`src/hdl/tts_pkg.sv`:
```
// ----------------------------------------------------------------------------
// Template tag segmenter package
// Shared constants, segment kind codes and the result word type.
// ----------------------------------------------------------------------------
package tts_pkg;

  // default width of the internal byte offsets
  localparam int unsigned POS_BITS_DEF = 24;

  // width of the offsets carried on the result channel
  localparam int unsigned OUT_POS_W = 24;

  // look-behind window, most recent byte first
  localparam int unsigned WIN_LEN = 9;

  // result queue
  localparam int unsigned QUEUE_DEPTH = 4;
  localparam int unsigned QPTR_W      = $clog2(QUEUE_DEPTH);
  localparam int unsigned QCNT_W      = $clog2(QUEUE_DEPTH + 1);

  // tag characters
  localparam logic [7:0] CH_LT    = 8'h3C; // '<'
  localparam logic [7:0] CH_QM    = 8'h3F; // '?'
  localparam logic [7:0] CH_GT    = 8'h3E; // '>'
  localparam logic [7:0] CH_EQ    = 8'h3D; // '='
  localparam logic [7:0] CH_TWO   = 8'h32; // '2'
  localparam logic [7:0] CH_THREE = 8'h33; // '3'
  localparam logic [7:0] CH_P     = 8'h70; // 'p'
  localparam logic [7:0] CH_Y     = 8'h79; // 'y'
  localparam logic [7:0] CH_T     = 8'h74; // 't'
  localparam logic [7:0] CH_H     = 8'h68; // 'h'
  localparam logic [7:0] CH_O     = 8'h6F; // 'o'
  localparam logic [7:0] CH_N     = 8'h6E; // 'n'
  localparam logic [7:0] CH_NL    = 8'h0A; // newline
  localparam logic [7:0] CH_TAB   = 8'h09; // tab
  localparam logic [7:0] CH_SP    = 8'h20; // space

  // tag lengths: body offset from the '<'
  localparam int unsigned INLINE_TAG_LEN = 4;
  localparam int unsigned BLOCK_TAG_LEN  = 9;

  // segment kinds
  localparam logic [2:0] KIND_RAW       = 3'd0;
  localparam logic [2:0] KIND_INLINE_V2 = 3'd1;
  localparam logic [2:0] KIND_INLINE_V3 = 3'd2;
  localparam logic [2:0] KIND_BLOCK_V2  = 3'd3;
  localparam logic [2:0] KIND_BLOCK_V3  = 3'd4;

  // one result word
  typedef struct packed {
    logic [2:0]           kind;
    logic [OUT_POS_W-1:0] start;
    logic [OUT_POS_W-1:0] stop;
    logic                 last;
    logic                 ovf;
  } seg_t;

endpackage

```
`src/hdl/template_tag_segmenter.sv`:
```
// ----------------------------------------------------------------------------
// Template tag segmenter
// Splits a template byte stream into raw-text and embedded-code segments.
// ----------------------------------------------------------------------------
//
//  channel | direction | words                  | handshake
//  --------+-----------+------------------------+---------------------
//  in_     | input     | one document byte      | in_valid / in_ready
//  out_    | output    | one segment descriptor | out_valid / out_ready
//
//  One byte is taken per cycle while in_ready is high; its segments (at most
//  two) enter a 4-word result queue in the same cycle and leave it one word
//  per cycle while out_ready is high. in_ready is high while the queue has
//  room for two words. Reset (rst_n low, synchronous) empties the queue and
//  clears all matcher state; an end-of-document byte returns the matcher to
//  its reset state. Stalls on out_ready only back-pressure the input once
//  fewer than two queue words are free.
//
module template_tag_segmenter #(
  parameter int unsigned POS_BITS = tts_pkg::POS_BITS_DEF
) (
  input  logic                           clk,
  input  logic                           rst_n,
  // byte input
  input  logic                           in_valid,
  output logic                           in_ready,
  input  logic [7:0]                     in_doc_byte,
  input  logic                           in_end_of_document,
  // segment output
  output logic                           out_valid,
  input  logic                           out_ready,
  output logic [2:0]                     out_segment_kind,
  output logic [tts_pkg::OUT_POS_W-1:0]  out_segment_start,
  output logic [tts_pkg::OUT_POS_W-1:0]  out_segment_end,
  output logic                           out_last_of_run,
  output logic                           out_position_overflow
);

  localparam int unsigned OW = tts_pkg::OUT_POS_W;
  localparam int unsigned QW = tts_pkg::QPTR_W;
  localparam int unsigned CW = tts_pkg::QCNT_W;

  // low OUT_POS_W bits of an offset, zero-extended when offsets are narrower
  function automatic logic [OW-1:0] to_out(input logic [POS_BITS-1:0] v);
    logic [POS_BITS+OW-1:0] ext;
    ext = {{OW{1'b0}}, v};
    return ext[OW-1:0];
  endfunction

  // matcher state
  logic [7:0]          win_r [tts_pkg::WIN_LEN];
  logic [POS_BITS-1:0] ofs_r, origin_r, blk_at_r, inl_at_r;
  logic                blk_seen_r, blk_v3_r, inl_seen_r, inl_v3_r, ovf_r;

  logic [POS_BITS-1:0] ofs_nxt, origin_nxt, blk_at_nxt, inl_at_nxt;
  logic                blk_seen_nxt, blk_v3_nxt, inl_seen_nxt, inl_v3_nxt, ovf_nxt;

  // result queue
  tts_pkg::seg_t       q_r [tts_pkg::QUEUE_DEPTH];
  logic [QW-1:0]       wr_ptr_r, rd_ptr_r;
  logic [CW-1:0]       cnt_r;

  logic                in_fire, out_fire;
  logic                is_ver, inl_hit, blk_hit, is_ws, close, use_inl, raw_pre;
  logic [POS_BITS-1:0] tag, body;
  logic [2:0]          code_kind;
  tts_pkg::seg_t       w0, w1;
  logic [1:0]          push_n;

  assign in_fire  = in_valid && in_ready;
  assign out_fire = out_valid && out_ready;
  assign in_ready = cnt_r <= CW'(tts_pkg::QUEUE_DEPTH - 2);
  assign out_valid = cnt_r != '0;

  // tag recognition on the window plus the current byte
  always_comb begin
    is_ver  = (win_r[0] == tts_pkg::CH_TWO) || (win_r[0] == tts_pkg::CH_THREE);
    is_ws   = (in_doc_byte == tts_pkg::CH_SP) || (in_doc_byte == tts_pkg::CH_TAB) ||
              (in_doc_byte == tts_pkg::CH_NL);
    inl_hit = (in_doc_byte == tts_pkg::CH_EQ) && is_ver &&
              (win_r[1] == tts_pkg::CH_QM) && (win_r[2] == tts_pkg::CH_LT);
    blk_hit = is_ws && is_ver &&
              (win_r[1] == tts_pkg::CH_N) && (win_r[2] == tts_pkg::CH_O) &&
              (win_r[3] == tts_pkg::CH_H) && (win_r[4] == tts_pkg::CH_T) &&
              (win_r[5] == tts_pkg::CH_Y) && (win_r[6] == tts_pkg::CH_P) &&
              (win_r[7] == tts_pkg::CH_QM) && (win_r[8] == tts_pkg::CH_LT);
    // a '>' is never a tag byte or a newline, so the close sees registered state
    close   = (in_doc_byte == tts_pkg::CH_GT) && (win_r[0] == tts_pkg::CH_QM) &&
              (inl_seen_r || blk_seen_r);
    ofs_nxt = ofs_r + POS_BITS'(1);
  end

  // choose the winning tag: nearest after the segment origin
  always_comb begin
    if (inl_seen_r && blk_seen_r) begin
      use_inl = (inl_at_r - origin_r) < (blk_at_r - origin_r);
    end else begin
      use_inl = inl_seen_r;
    end
    if (use_inl) begin
      tag       = inl_at_r;
      body      = inl_at_r + POS_BITS'(tts_pkg::INLINE_TAG_LEN);
      code_kind = inl_v3_r ? tts_pkg::KIND_INLINE_V3 : tts_pkg::KIND_INLINE_V2;
    end else begin
      tag       = blk_at_r;
      body      = blk_at_r + POS_BITS'(tts_pkg::BLOCK_TAG_LEN);
      code_kind = blk_v3_r ? tts_pkg::KIND_BLOCK_V3 : tts_pkg::KIND_BLOCK_V2;
    end
    raw_pre = close && (tag != origin_r);
  end

  // next matcher state
  always_comb begin
    ovf_nxt      = ovf_r || (ofs_nxt == '0);
    origin_nxt   = origin_r;
    blk_seen_nxt = blk_seen_r;
    blk_at_nxt   = blk_at_r;
    blk_v3_nxt   = blk_v3_r;
    inl_seen_nxt = inl_seen_r && (in_doc_byte != tts_pkg::CH_NL);
    inl_at_nxt   = inl_at_r;
    inl_v3_nxt   = inl_v3_r;
    if (inl_hit && !inl_seen_r) begin
      inl_seen_nxt = 1'b1;
      inl_at_nxt   = ofs_r - POS_BITS'(3);
      inl_v3_nxt   = win_r[0] == tts_pkg::CH_THREE;
    end
    if (blk_hit && !blk_seen_r) begin
      blk_seen_nxt = 1'b1;
      blk_at_nxt   = ofs_r - POS_BITS'(tts_pkg::BLOCK_TAG_LEN);
      blk_v3_nxt   = win_r[0] == tts_pkg::CH_THREE;
    end
    if (close) begin
      origin_nxt   = ofs_nxt;
      inl_seen_nxt = 1'b0;
      blk_seen_nxt = 1'b0;
    end
  end

  // result words for this byte
  always_comb begin
    w0.kind  = tts_pkg::KIND_RAW;
    w0.start = to_out(origin_r);
    w0.stop  = to_out(ofs_nxt);
    w0.last  = 1'b1;
    w0.ovf   = ovf_nxt;
    w1.kind  = code_kind;
    w1.start = to_out(body);
    w1.stop  = to_out(ofs_r - POS_BITS'(1));
    w1.last  = 1'b1;
    w1.ovf   = ovf_nxt;
    push_n   = 2'd0;
    if (close) begin
      if (raw_pre) begin
        w0.stop = to_out(tag);
        w0.last = 1'b0;
        push_n  = 2'd2;
      end else begin
        w0     = w1;
        push_n = 2'd1;
      end
    end else if (in_end_of_document) begin
      push_n = 2'd1;
    end
  end

  // matcher registers
  always_ff @(posedge clk) begin
    if (!rst_n || (in_fire && in_end_of_document)) begin
      for (int i = 0; i < tts_pkg::WIN_LEN; i++) begin
        win_r[i] <= '0;
      end
      ofs_r      <= '0;
      origin_r   <= '0;
      blk_seen_r <= 1'b0;
      blk_at_r   <= '0;
      blk_v3_r   <= 1'b0;
      inl_seen_r <= 1'b0;
      inl_at_r   <= '0;
      inl_v3_r   <= 1'b0;
      ovf_r      <= 1'b0;
    end else if (in_fire) begin
      win_r[0] <= in_doc_byte;
      for (int i = 1; i < tts_pkg::WIN_LEN; i++) begin
        win_r[i] <= win_r[i-1];
      end
      ofs_r      <= ofs_nxt;
      origin_r   <= origin_nxt;
      blk_seen_r <= blk_seen_nxt;
      blk_at_r   <= blk_at_nxt;
      blk_v3_r   <= blk_v3_nxt;
      inl_seen_r <= inl_seen_nxt;
      inl_at_r   <= inl_at_nxt;
      inl_v3_r   <= inl_v3_nxt;
      ovf_r      <= ovf_nxt;
    end
  end

  // queue pointers and fill count
  always_ff @(posedge clk) begin
    if (!rst_n) begin
      wr_ptr_r <= '0;
      rd_ptr_r <= '0;
      cnt_r    <= '0;
    end else begin
      if (in_fire) begin
        wr_ptr_r <= wr_ptr_r + QW'(push_n);
      end
      if (out_fire) begin
        rd_ptr_r <= rd_ptr_r + QW'(1);
      end
      cnt_r <= cnt_r + CW'(in_fire ? push_n : 2'd0) - CW'(out_fire);
    end
  end

  // queue storage, no reset
  always_ff @(posedge clk) begin
    if (in_fire && (push_n != 2'd0)) begin
      q_r[wr_ptr_r] <= w0;
    end
    if (in_fire && (push_n == 2'd2)) begin
      q_r[wr_ptr_r + QW'(1)] <= w1;
    end
  end

  // head word onto the ports
  assign out_segment_kind      = q_r[rd_ptr_r].kind;
  assign out_segment_start     = q_r[rd_ptr_r].start;
  assign out_segment_end       = q_r[rd_ptr_r].stop;
  assign out_last_of_run       = q_r[rd_ptr_r].last;
  assign out_position_overflow = q_r[rd_ptr_r].ovf;

  // checks
  a_cnt_bound: assert property (@(posedge clk) disable iff (!rst_n)
    cnt_r <= CW'(tts_pkg::QUEUE_DEPTH))
    else $error("result queue count past depth");

  a_push_fits: assert property (@(posedge clk) disable iff (!rst_n)
    in_fire |-> ({1'b0, cnt_r} + (CW+1)'(push_n)) <= (CW+1)'(tts_pkg::QUEUE_DEPTH))
    else $error("segment push overruns result queue");

  a_eod_clears: assert property (@(posedge clk) disable iff (!rst_n)
    (in_fire && in_end_of_document) |=>
      (ofs_r == '0) && !blk_seen_r && !inl_seen_r && !ovf_r)
    else $error("matcher not returned to reset after end of document");

  a_eod_emits: assert property (@(posedge clk) disable iff (!rst_n)
    (in_fire && in_end_of_document) |-> (push_n != 2'd0))
    else $error("end of document produced no segment");

  a_kind_legal: assert property (@(posedge clk) disable iff (!rst_n)
    out_valid |-> (out_segment_kind <= tts_pkg::KIND_BLOCK_V3))
    else $error("illegal segment kind at output");

endmodule

```
`config.mk`:
```
export PLATFORM = sky130hd
export DESIGN_NAME = template_tag_segmenter
export DESIGN_NICKNAME = d
export VERILOG_FILES = /design/src/hdl/tts_pkg.sv /design/src/hdl/template_tag_segmenter.sv
export SDC_FILE = /design/constraint.sdc
export NUM_CORES = 1
export LEC_CHECK = 0
export BUFFER_PORTS_ARGS = -buffer_cell sky130_fd_sc_hd__buf_4
export CAP_MARGIN = 20
export CORE_MARGIN = 2
export CORE_UTILIZATION = 52
export CTS_CLUSTER_SIZE = 25
export DETAILED_ROUTE_END_ITERATION = 8
export MAX_ROUTING_LAYER = met4
export PLACE_DENSITY = 0.68
export SETUP_SLACK_MARGIN = 0.02
export SLEW_MARGIN = 30
export SYNTH_ARGS = -nofsm -noshare
export SYNTH_HDL_FRONTEND = slang
export SYNTH_SLANG_ARGS = --single-unit
```
`constraint.sdc`:
```
create_clock -name clk -period 7.5 [get_ports clk]
set_input_delay 2.25 -clock clk [delete_from_list [all_inputs] [get_ports clk]]
set_output_delay 2.25 -clock clk [all_outputs]
set_load 0.01 [all_outputs]
```
Yosys cells after proc, flatten, opt, wreduce, memory -nomap -nowiden
Memory sizes are Yosys's and may differ from the RTL's. A register that Yosys moved wholly into a read port is not among the register bits.
Cells that the tools add are included.
Widths: inputs -> output; s select.

cells by class
  eq/ne operators = 21
  reduce and logical (&&, ||, !) cells = 41
  add/subtract/negate cells = 13
  mux-type cells = 37
  bitwise logic cells = 9
  $lt $le $gt $ge = 2

operators by type and width
  operator               number
  $eq 8x6->1 const B     10
  $mux 8                 9
  $mux 53                1
  $eq 8x7->1 const B     6
  $mux 24                2
  $sub 24x24->24         2
  $mux 27                1
  $mux 25                1
  $add 24x1->24 const B  1
  $add 24x3->24 const B  1
  $add 24x4->24 const B  1
  $logic_and 1x1->1      24
  $logic_not 24->1       1
  $lt 24x24->1           1
  $ne 24x24->1           1
  $sub 24x1->24 const B  1
  $sub 24x2->24 const B  1
  $sub 24x4->24 const B  1
  $eq 8x4->1 const B     2
  $mux 1                 15
  $mux 2                 6
  $or 1x1->1             9
  $ne 8x4->1 const B     1
  $reduce_and 2->1       4
  11 further kinds       21

word-level totals
  memories kept = 2
  bits of input ports = 13
  bits in writable memories = 284
  output and inout port bits = 55
  logic and storage cells = 137
  register bits after elaboration = 108

memories
  name   depth  bits a word  rd ports  clocked after memory_dff  wr ports  line                          source
  q_r    4      53           1         1                         2         template_tag_segmenter.sv:59  tts_pkg::seg_t q_r [tts_pkg::QUEUE_DEPTH];
  win_r  9      8            9         0                         9         template_tag_segmenter.sv:51  logic [7:0] win_r [tts_pkg::WIN_LEN];

Depth between registers and ports, before layout
Gate-level depths: netlist of run 1.

  depth in word-level cells = 15
  depth in mapped cells = 32
  mapped depth without buffers = 32

Worst setup path before layout of run 1
No wires, ideal clock.

  path kind = register to register
  start point = reg origin_r[5]
  end point = mem q_r[0][0] (netlist name) (enable)
  setup time = 0.411 ns
  arrival time = 6.287 ns
  setup slack = 0.802 ns
  period minus slack after synthesis = 6.698 ns
  buffers on the path = 3
  data required time = 7.089 ns
  stages on the path, launching flop included = 25
  cells stage by stage = dfxtp_1 > clkbuf_1 > inv_1 > ha_1 > a21o_1 > a21o_1 > a31oi_1 > a211oi_1 > o41ai_1 > a31o_2 > o2111ai_1 > a31o_2 > a21oi_1 > xnor2_1 > ha_1 > nand3_1 > or4_4 > a2111oi_4 > nand2_2 > and3_1 > o22a_2 > or3_1 > buf_2 > buf_6 > nand2_1

RTL lines
  element                 line                           source
  start, declared         template_tag_segmenter.sv:52   logic [POS_BITS-1:0] ofs_r, origin_r, blk_at_r, inl_at_r;
  start signal, assigned  template_tag_segmenter.sv:187  origin_r <= origin_nxt;
  end, declared           template_tag_segmenter.sv:59

Final worst setup path of run 1
  start point = reg origin_r[8]
  end point = reg cnt_r[2]

between the ends
  cells in the longest elaborated chain, start to end = 11
  elaborated cells on any way between the ends = 12
  classes of those cells = 4 x add/sub; 1 x order compare; 1 x eq/ne; 5 x mux; 1 x reduce/logical

RTL lines
  element                line                           source
  $sub 24x24->24         template_tag_segmenter.sv:96   use_inl = (inl_at_r - origin_r) < (blk_at_r - origin_r);
  $lt 24x24->1           template_tag_segmenter.sv:96
  $mux 1                 template_tag_segmenter.sv:95   if (inl_seen_r && blk_seen_r) begin
  $mux 24                template_tag_segmenter.sv:100  if (use_inl) begin
  $ne 24x24->1 (*)       template_tag_segmenter.sv:109  raw_pre = close && (tag != origin_r);
  $logic_and 1x1->1 (*)  template_tag_segmenter.sv:109
  $mux 2 (*)             template_tag_segmenter.sv:153  if (raw_pre) begin
  $mux 2 (*)             template_tag_segmenter.sv:152  if (close) begin
  $mux 2 (*)             template_tag_segmenter.sv:211  cnt_r <= cnt_r + CW'(in_fire ? push_n : 2'd0) - CW'(out_fire);
  $add 3x2->3 (*)        template_tag_segmenter.sv:211
  $sub 3x1->3 (*)        template_tag_segmenter.sv:211
  end signal, assigned   template_tag_segmenter.sv:211
  end, declared          template_tag_segmenter.sv:61   logic [CW-1:0] cnt_r;

Mark *: on every way between the ends. The rest lies on a longest branch, timed or not.
A chain may end at the register's enable or synchronous reset.

==> impl_metrics.py, run 1 <==
metrics = {
    "cells_and_area": {
        "syn2layout_area_growth_pct": 11.51,
        "finish.utilization_pct": 58.63,
        "layout-drive-gt1-share_pct": 14.13,
        "ff_latch_area_sq_um": 10700,
        "n_antenna_cell": 0,
        "layout.nets": 2318,
        "fillers": 3777,
        "multi_input_area_sq_um": 11710,
    },
    "worst_setup_path": {
        "worstSetupPathType": "register to register",
        "start_kind": "register",
        "end_kind": "register",
        "crit_top_cell": "ha_1",
        "worst-r2r-cell-count": 30,
        "crit_path_max_fanout": 6,
        "cp_data_required_time_ns": 7.97,
        "cp_slowest_stage_delay_ns": 0.49,
        "r2r_start": "origin_r[8]",
        "r2r_setup_slack_ns": 0.54,
        "cpMaxStageDelayCell": "dfxtp_1",
        "reg2reg_to": "cnt_r[2]",
        "worstPathArrival_ns": 7.43,
    },
    "clock_network": {
        "cts_sinks": 394,
        "cts_buffers": 42,
        "cts_hold_buf": 0,
        "path_clk_slew_ns": 0.06,
        "cts_setup_buffers": 0,
        "cts_tree": "done",
        "clockRootBuffer": "clkbuf_16",
        "clockBufferDepth": 3,
        "clk_latency_ns": 0.58,
        "cts_htree_levels": 2,
    },
    "run_status": {
        "status": "completed",
    },
    "synth": {
        "yosysUniqueCellTypes": 87,
        "ys_seq_area_share_pct": 46.08,
        "synthesis.nets": 2289,
        "synth.most_common_cell": "edfxtp_1",
        "synth_area_sq_um": 23200,
        "async_flop_share_pct": 0,
        "synth_common_cells": "edfxtp_1 (280), nor2_1 (172), nand2_1 (161)",
        "synth_edf_count": 280,
        "netlist_top_cells_area": "edfxtp_1 (36%), dfxtp_1 (9.8%), mux4_2 (5.1%)",
        "synth_cells": 2196,
        "synth-seq-cells": 394,
        "ys_warn_count": 0,
        "yosysTopAreaCellShare_pct": 36.24,
        "syn_area_per_cell_sq_um": 10.57,
        "synth_area_leader_cell": "edfxtp_1",
        "synth_flop_cell": "edfxtp_1",
    },
    "worst_hold_path": {
        "hold_class": "register to register",
        "min_to": "q_r[2][1]",
        "min-delay-start": "q_r[2][1]",
        "holdPathStages": 2,
    },
    "global_routing": {
        "first_global_vias": 17770,
        "grt.total_usage_pct": 31.99,
        "grt_max_degree": 80,
        "globalRouteOverflowTotal": 0,
        "antenna_found_initial": 0,
        "grt_pass1_wl_microns": 109500,
    },
    "timing": {
        "fmax_ghz": 0.1436,
        "fin_crit_ns": 6.963,
        "finalSetupTns_ns": 0,
        "timing.final.crit_share_pct": 92.83,
        "finalSetupViolCount": 0,
        "finClkSkew_ns": 0.03226,
        "hold_violations": 0,
        "worst_pin_slew_ns": 1.051,
        "maxSlewHeadroom_pct": 29.38,
        "rsz0062_at_grt": "no",
        "slew_viol_final": 0,
    },
    "pwr": {
        "p_leak_nw": 9.899,
        "swShare_pct": 26.92,
        "pwr-share-comb_pct": 17.2,
        "power_per_cell_area_nw_per_um2": 216.5,
        "switchingPower_mw": 1.508,
        "intPower_mw": 4.093,
        "ir_drop_mv": 0.1974,
        "power_frac_clock_pct": 36.6,
        "seqPwrFrac_pct": 46.3,
    },
    "drt": {
        "drt-initial-drc-count": 2088,
        "ant_nets": 0,
        "vias": 18320,
        "wl_microns": 72490,
        "avgRoutedWirePerCell_microns": 25.43,
        "viasPerCell": 6.429,
        "drc": 0,
        "detail_route.first_pass.iterations": 6,
    },
    "die": {
        "row_count": 77,
        "fp.dieArea_sq_um": 46320,
        "dieHeight_microns": 215.2,
        "dieWidth_microns": 215.2,
        "core-area_sq_um": 44120,
        "ioPinCount": 68,
        "start_util_pct": 52.58,
    },
    "placement": {
        "routabilityCongestion": 1.037,
        "portBuffers": 67,
        "hpwlAfterDp_microns": 51850,
    },
    "run": {
        "drv_cap": 0,
    },
}
## stage by stage
stage | power [mW] | area (sq um) | worst slack (ns) | hold WS (ns) | cells
3_5_place_dp | 3.603 | 24490 | 0.3383 | 0.4487 | 2773
6_report | 5.601 | 25870 | 0.5374 | 0.4620 | 2850
5_1_grt | 5.787 | 25870 | 0.03533 | 0.4894 | 2850
3_3_place_gp | 3.585 | 24440 | 0.4377 | 0.4430 | 2772
2_1_floorplan | 3.213 | 23200 | 0.8019 | 0.4302 | 2196
4_1_cts | 5.630 | 25810 | 0.2844 | 0.4575 | 2850
## critical path, delay by kind of cell (launching register included)
kind / cells / cell delay, ns
xor gates and xnor gates: 3 / 0.37
adders and majority gates: 5 / 1.51
AOI/OAI and AO/OA: 12 / 2.85
buffers and inverters: 3 / 0.31
DFF: 1 / 0.49
and+or+nand+nor: 7 / 1.28
## worst max path at each step
stage / startpoint / endpoint / depth (start not counted)
after floorplan: origin_r[5] / q_r[0][0] / 24
after global placement: origin_r[4] / cnt_r[2] / 30
after detailed placement: origin_r[0] / cnt_r[2] / 31
after CTS: origin_r[0] / cnt_r[2] / 31
after global routing: origin_r[1] / cnt_r[2] / 31
final: origin_r[8] / cnt_r[2] / 30
## sequential cells by signal, indices dropped and copies added, names as in the netlist, 2 cells and up, named ones only
| name | flops |
|---|---|
| ofs_r | 24 |
| blk_at_r | 24 |
| cnt_r | 3 |
| win_r | 72 |
| q_r | 212 |
| rd_ptr_r | 2 |
| wr_ptr_r | 2 |
| inl_at_r | 24 |
| origin_r | 24 |
## layout make-up
class                           instances  area share [%]
Multi-Input combinational cell       1579           45.28
Sequential cell                       394           41.34
Clock buffer                           59           4.469
Clock inverter                         18          0.6480
Inverter                               59          0.8560
Timing Repair Buffer                  149           4.546
Tap cell                              592           2.863
## layout by cell type (no fill, tap or decap), types with 5 or more instances in the layout
master | synthesis | layout
buf_4 | 9 | 145
inv_1 | 57 | 57
o31ai_1 | 5 | 5
edfxtp_1 | 280 | 280
a21oi_1 | 52 | 50
nor2b_1 | 25 | 25
or2_2 | 7 | 7
nand2b_1 | 14 | 14
a22o_1 | 99 | 99
nand2_2 | 1 | 5
nand2_1 | 161 | 157
nand3_1 | 59 | 59
nor2_1 | 172 | 171
and3_1 | 20 | 20
ha_1 | 77 | 77
clkinv_1 | 1 | 6
clkbuf_16 | 0 | 43
nand3b_1 | 5 | 5
and2_1 | 85 | 85
or3_1 | 9 | 9
xnor2_1 | 111 | 111
a31oi_1 | 7 | 7
clkbuf_1 | 107 | 14
dfxtp_1 | 114 | 111
xor2_1 | 82 | 82
clkinv_2 | 0 | 6
a21o_1 | 15 | 15
mux2i_1 | 79 | 79
a211oi_1 | 47 | 44
o21ai_1 | 23 | 24
mux4_2 | 53 | 53
nand4_1 | 22 | 22
o21bai_1 | 6 | 5
o21ai_0 | 76 | 72
nor4_1 | 26 | 23
nor3_1 | 32 | 31
o21a_1 | 11 | 11
o22ai_1 | 102 | 102
## repair_timing
| item | CTS | global route |
|---|---|---|
| hold endpoints to repair | 0 | 0 |
| gates resized for setup | 0 | 12 |
| setup endpoints to repair | 0 | 2 |
## per-layer routing
metal / vias up / global-route usage, % / share of wire (%)
met1: 9036 / 42.64 / 41
met4: 0 / 11.08 / 3.7
met5: - / - / 0
li1: 8253 / - / -
met2: 869 / 50.68 / 48
met3: 165 / 4.091 / 7.4
## cell families (layout without fill, tap and decap cells)
family,count (synthesis),after routing,share of synthesized area (%)
AO/OA/AOI/OAI,500,500,15.09
buffers and inverters,223,285,4.028
AND/OR/NAND/NOR,671,671,14.39
flip-flops,394,394,46.08
XOR/XNOR,193,193,7.286
multiplexers,135,135,8.709
adder cells (fa/ha/maj),80,80,4.411
## power by group through the flow
stage               Sequential, mW  Clock (mW)  Combinational, mW
global placement              2.63           0              0.953
finish                        2.59        2.05              0.961
detailed placement            2.64           0              0.964
global route                  2.61        2.15               1.03
CTS                           2.59        2.07              0.966
floorplan                     2.57           0              0.640
No activity file was read; power rests on OpenSTA's default activity.
==> run 2: changes to the inputs <==
PLACE_DENSITY = 0.71   (was 0.68)
clock period = 5.58 ns   (was 7.5 ns; I/O delays follow)
==> run 2 against run 1 <==
Against the previous run: the flow now finishes with violations (negative setup slack); via count increased by 7.5%; non-clock buffer count grew 237; die area stayed put; total power increased by 39%; setup slack lost 1.0 ns; critical path type unchanged; critical endpoint is now q_r[3][36]; largest power group unchanged.
==> impl_metrics.py, run 2 (synthesis results as in run 1) <==
metrics = {
    "drt": {
        "drt-initial-drc-count": 2677,
        "detail_route.first_pass.iterations": 6,
        "vias": 19700,
        "ant_nets": 0,
        "avgRoutedWirePerCell_microns": 26.65,
        "drc": 0,
        "wl_microns": 82290,
        "viasPerCell": 6.381,
    },
    "run": {
        "drv_cap": 0,
    },
    "die": {
        "start_util_pct": 52.58,
        "dieWidth_microns": 215.2,
        "fp.dieArea_sq_um": 46320,
        "dieHeight_microns": 215.2,
        "core-area_sq_um": 44120,
        "row_count": 77,
        "ioPinCount": 68,
    },
    "run_status": {
        "failed_checks": "negative setup slack",
        "status": "finished with violations",
    },
    "timing": {
        "fin_crit_ns": 6.048,
        "finalSetupViolCount": 420,
        "hold_violations": 0,
        "setup_ws_ns": -0.4677,
        "slew_viol_final": 0,
        "fmax_ghz": 0.1654,
        "rsz0062_at_grt": "yes",
        "finClkSkew_ns": 0.02594,
        "maxSlewHeadroom_pct": 25.52,
        "timing.final.crit_share_pct": 108.4,
        "worst_pin_slew_ns": 1.109,
    },
    "pwr": {
        "p_leak_nw": 11.37,
        "power_per_cell_area_nw_per_um2": 269.3,
        "pwr-share-comb_pct": 19.6,
        "power_frac_clock_pct": 35.7,
        "intPower_mw": 5.601,
        "swShare_pct": 28.02,
        "switchingPower_mw": 2.181,
        "seqPwrFrac_pct": 44.7,
        "ir_drop_mv": 0.2431,
    },
    "global_routing": {
        "globalRouteOverflowTotal": 0,
        "first_global_vias": 19160,
        "grt.total_usage_pct": 36.15,
        "grt_pass1_wl_microns": 121700,
        "antenna_found_initial": 0,
        "grt_max_degree": 79,
    },
    "clock_network": {
        "cts_tree": "done",
        "clockBufferDepth": 3,
        "cts_sinks": 394,
        "cts_htree_levels": 2,
        "cts_buffers": 43,
        "clk_latency_ns": 0.59,
        "clockRootBuffer": "clkbuf_16",
        "path_clk_slew_ns": 0.06,
    },
    "cells_and_area": {
        "top_regs": "q_r (212), win_r (72)",
        "largest_reg_flops": 212,
        "fillers": 3498,
        "layout-drive-gt1-share_pct": 25.88,
        "stdcell_count": 3088,
        "regMostFlops": "q_r",
        "layout.nets": 2556,
        "final_cell_mix": "buf_4 (330), edfxtp_1 (280), nor2_1 (170)",
        "design_area_sq_um": 28900,
        "syn2layout_area_growth_pct": 24.55,
        "n_antenna_cell": 0,
        "finish.utilization_pct": 65.49,
        "final_common_cell": "buf_4",
    },
    "worst_setup_path": {
        "crit_path_max_fanout": 13,
        "cpMaxStageDelayCell": "or4_4",
        "worstPathArrival_ns": 6.38,
        "cp_data_required_time_ns": 5.91,
        "start_kind": "register",
        "end_kind": "register",
        "cp_slowest_stage_delay_ns": 0.46,
        "r2r_setup_slack_ns": -0.47,
        "worstSetupPathType": "register to register",
        "crit_top_cell": "buf_6",
    },
    "placement": {
        "hpwlAfterDp_microns": 58280,
        "portBuffers": 67,
        "placed_cells_incl_taps": 2959,
        "placed_area_sq_um": 26310,
        "routabilityCongestion": 1.044,
    },
    "worst_hold_path": {
        "hold_class": "register to register",
    },
}
-- run 2: timing repair --
item                       4_1_cts  5_1_grt
hold buffers                     0        0
resized for setup               84       24
pin swaps                       85        8
cloned                          12        3
setup endpoints to repair      423      423
setup buffers                   22       12
-- run 2: power by group through the flow --
stage                     logic [mW]  clock network (mW)  registers [mW]
after CTS                       1.44                2.80            3.53
after floorplan                0.866                   0            3.45
final                           1.53                2.78            3.48
after global routing            1.60                2.91            3.50
after detailed placement        1.35                   0            3.59
after global placement          1.33                   0            3.57
-- run 2: final cells by class --
class / count / area (sq um) / area share, %
inverter: 59 / 221.5 / 0.7664
clock buffer: 57 / 1150 / 3.979
clock inverter: 21 / 190.2 / 0.6581
timing repair buffer: 386 / 3618 / 12.52
tap: 592 / 740.7 / 2.563
multi-input combinational: 1579 / 12270 / 42.47
sequential: 394 / 10700 / 37.04
-- run 2: worst paths after layout --
| path | from | endpoint | cells past startpoint |
|---|---|---|---|
| setup / recovery | inl_at_r[0] | q_r[3][36] | 32 |
| hold / removal | q_r[2][1] | q_r[2][1] | 2 |
| setup reg to reg | inl_at_r[0] | q_r[3][36] | 32 |
| hold reg to reg | q_r[2][1] | q_r[2][1] | 2 |
-- run 2: critical path, delay by kind of cell (launching register included) --
| family | cells | cell delay [ns] |
|---|---|---|
| buffers and inverters | 10 | 1.22 |
| and+or+nand+nor | 5 | 0.91 |
| AOI/OAI and AO/OA | 13 | 2.45 |
| xor gates and xnor gates | 1 | 0.08 |
| adders and majority gates | 3 | 0.84 |
| DFF | 1 | 0.31 |
-- run 2: layer usage --
layer / track usage, % / wire (microns) / vias to the layer above
met5: - / 0 / -
li1: - / - / 8736
met4: 16.18 / 4313 / 0
met3: 6.596 / 8233 / 236
met1: 47.01 / 32040 / 9598
met2: 55.38 / 37710 / 1133
-- run 2: stage by stage --
step           hold slack [ns]  total power [mW]  worst slack, ns   TNS, ns
6_report                0.4555             7.782          -0.4677    -94.23
5_1_grt                 0.4719             8.011          -0.7629   -184.04
4_1_cts                 0.4595             7.761          -0.4683    -86.07
3_5_place_dp            0.4512             4.937          -0.6237    -96.75
3_3_place_gp            0.4444             4.906          -0.5234    -57.39
2_1_floorplan           0.4302             4.318         -0.08963  -0.08963
==> run 3: changes to the inputs <==
GPL_TIMING_DRIVEN = 0   (was default)
PLACE_DENSITY = 0.68   (was 0.71)
clock period = 7.8 ns   (was 5.58 ns; I/O delays follow)
==> run 3 against run 2 <==
Against the previous run: the flow now finishes without violations; routed wire length decreased by 11%; die area unchanged; first-iteration DRC count decreased by 25%; largest cell class unchanged.
==> impl_metrics.py, run 3 (synthesis results as in run 1) <==
metrics = {
    "global_routing": {
        "grt.total_usage_pct": 32.29,
        "antenna_found_initial": 0,
        "grt_max_degree": 75,
        "grt_pass1_wl_microns": 110400,
        "globalRouteOverflowTotal": 0,
        "first_global_vias": 18120,
    },
    "clock_network": {
        "cts_htree_levels": 2,
        "clockRootBuffer": "clkbuf_16",
        "cts_buffers": 43,
        "cts_sinks": 394,
        "clockBufferDepth": 3,
        "cts_hold_buf": 0,
        "path_clk_slew_ns": 0.06,
        "cts_tree": "done",
        "clk_latency_ns": 0.59,
    },
    "die": {
        "dieHeight_microns": 215.2,
        "fp.dieArea_sq_um": 46320,
        "ioPinCount": 68,
        "core-area_sq_um": 44120,
        "dieWidth_microns": 215.2,
        "row_count": 77,
        "start_util_pct": 52.58,
    },
    "worst_setup_path": {
        "worstSetupPathType": "register to register",
        "worstPathArrival_ns": 7.89,
        "crit_top_cell": "ha_1",
        "cp_data_required_time_ns": 8.27,
        "crit_path_max_fanout": 8,
        "start_kind": "register",
        "cpMaxStageDelayCell": "dfxtp_1",
        "cp_slowest_stage_delay_ns": 0.49,
        "end_kind": "register",
    },
    "drt": {
        "avgRoutedWirePerCell_microns": 24.98,
        "drt-initial-drc-count": 2006,
        "detail_route.first_pass.iterations": 8,
        "vias": 18620,
        "wl_microns": 73470,
        "ant_nets": 0,
        "viasPerCell": 6.331,
        "drc": 0,
    },
    "timing": {
        "finalSetupTns_ns": 0,
        "slew_viol_final": 0,
        "finalSetupViolCount": 0,
        "fin_crit_ns": 7.411,
        "worst_pin_slew_ns": 0.9027,
        "maxSlewHeadroom_pct": 39.35,
        "hold-worst-slack_ns": 0.4610,
        "finClkSkew_ns": 0.01251,
        "timing.final.crit_share_pct": 95.01,
        "fmax_ghz": 0.1349,
        "hold_violations": 0,
    },
    "placement": {
        "routabilityCongestion": 1.028,
        "hpwlAfterDp_microns": 55350,
        "placed_area_sq_um": 24640,
        "portBuffers": 67,
    },
    "cells_and_area": {
        "final_cell_mix": "edfxtp_1 (280), nor2_1 (171), nand2_1 (157)",
        "final_common_cell": "edfxtp_1",
        "top_regs": "q_r (212), win_r (72)",
        "layout.nets": 2407,
        "syn2layout_area_growth_pct": 12.38,
        "layout-drive-gt1-share_pct": 12.02,
        "regMostFlops": "q_r",
        "largest_reg_flops": 212,
        "finish.utilization_pct": 59.09,
        "design_area_sq_um": 26070,
    },
    "worst_hold_path": {
        "hold_class": "register to register",
    },
    "pwr": {
        "ir_drop_mv": 0.1783,
        "power_per_cell_area_nw_per_um2": 209.3,
        "p_leak_nw": 9.895,
    },
    "run_status": {
        "status": "completed",
    },
    "run": {
        "drv_cap": 0,
    },
}
## run 3: changes by cell type in the layout (fill, tap and decap cells not counted), moves of 7 or more
cell / before / now
a21oi_1: 42 / 51
a21oi_2: 9 / 1
buf_1: 0 / 14
buf_12: 29 / 1
buf_2: 0 / 30
buf_4: 330 / 80
clkbuf_1: 13 / 106
clkinv_1: 4 / 15
ha_1: 69 / 77
inv_2: 8 / 1
o22ai_1: 69 / 102
o22ai_2: 32 / 0
## run 3: report_power, final
group	leakage, nW	internal, mW	total (mW)	switching, mW
clock	0.663	1.15	2.01	0.854
sequential	3.84	2.39	2.45	0.0549
combinational	5.39	0.426	1.00	0.576
## run 3: what timing repair did
action / in CTS / in global routing
buffers inserted: 0 / 3
gates resized for setup: 0 / 14
setup endpoints to repair: 0 / 141
## run 3: path summary, 6_finish.rpt
path                     from         to  slack (ns)  cells past startpoint
setup reg to reg  origin_r[1]   cnt_r[2]        0.39                     30
setup / recovery  origin_r[1]   cnt_r[2]        0.39                     30
hold / removal      q_r[0][1]  q_r[0][1]        0.46                      2
hold reg to reg     q_r[0][1]  q_r[0][1]        0.46                      2
## run 3: worst max-delay path: cells and delay by family (launching register included)
family	cells	cell delay, ns
flip-flops	1	0.49
XOR/XNOR	3	0.38
AO/OA/AOI/OAI	11	2.95
AND/OR/NAND/NOR	8	1.59
buffers and inverters	3	0.43
adder cells (fa/ha/maj)	5	1.44
## run 3: layout make-up
cell class | instances | area [sq um]
timing repair buffer | 77 | 668.1
multi-input combinational | 1579 | 11680
inverter | 59 | 230.2
tap | 592 | 740.7
sequential | 394 | 10690
buffer | 160 | 705.7
antenna | 2 | 5.005
fill | 3821 | 18050
clock inverter | 26 | 193.9
clock buffer | 52 | 1162
## run 3: metal layers
metal / up-vias / share of wire, % / track usage, %
met3: 161 / 7.7 / 4.869
met2: 860 / 47 / 52.01
met5: - / 0 / -
li1: 8417 / - / -
met1: 9181 / 41 / 41.58
met4: 0 / 3.9 / 11.70
## run 3: through the flow
step | std cells | total power [mW] | setup WS, ns
floorplan | 2196 | 3.090 | 1.102
global placement | 2855 | 3.458 | -1.347
detailed placement | 2862 | 3.489 | 0.1848
CTS | 2940 | 5.469 | 0.1726
global route | 2939 | 5.628 | -0.003505
finish | 2941 | 5.457 | 0.3893
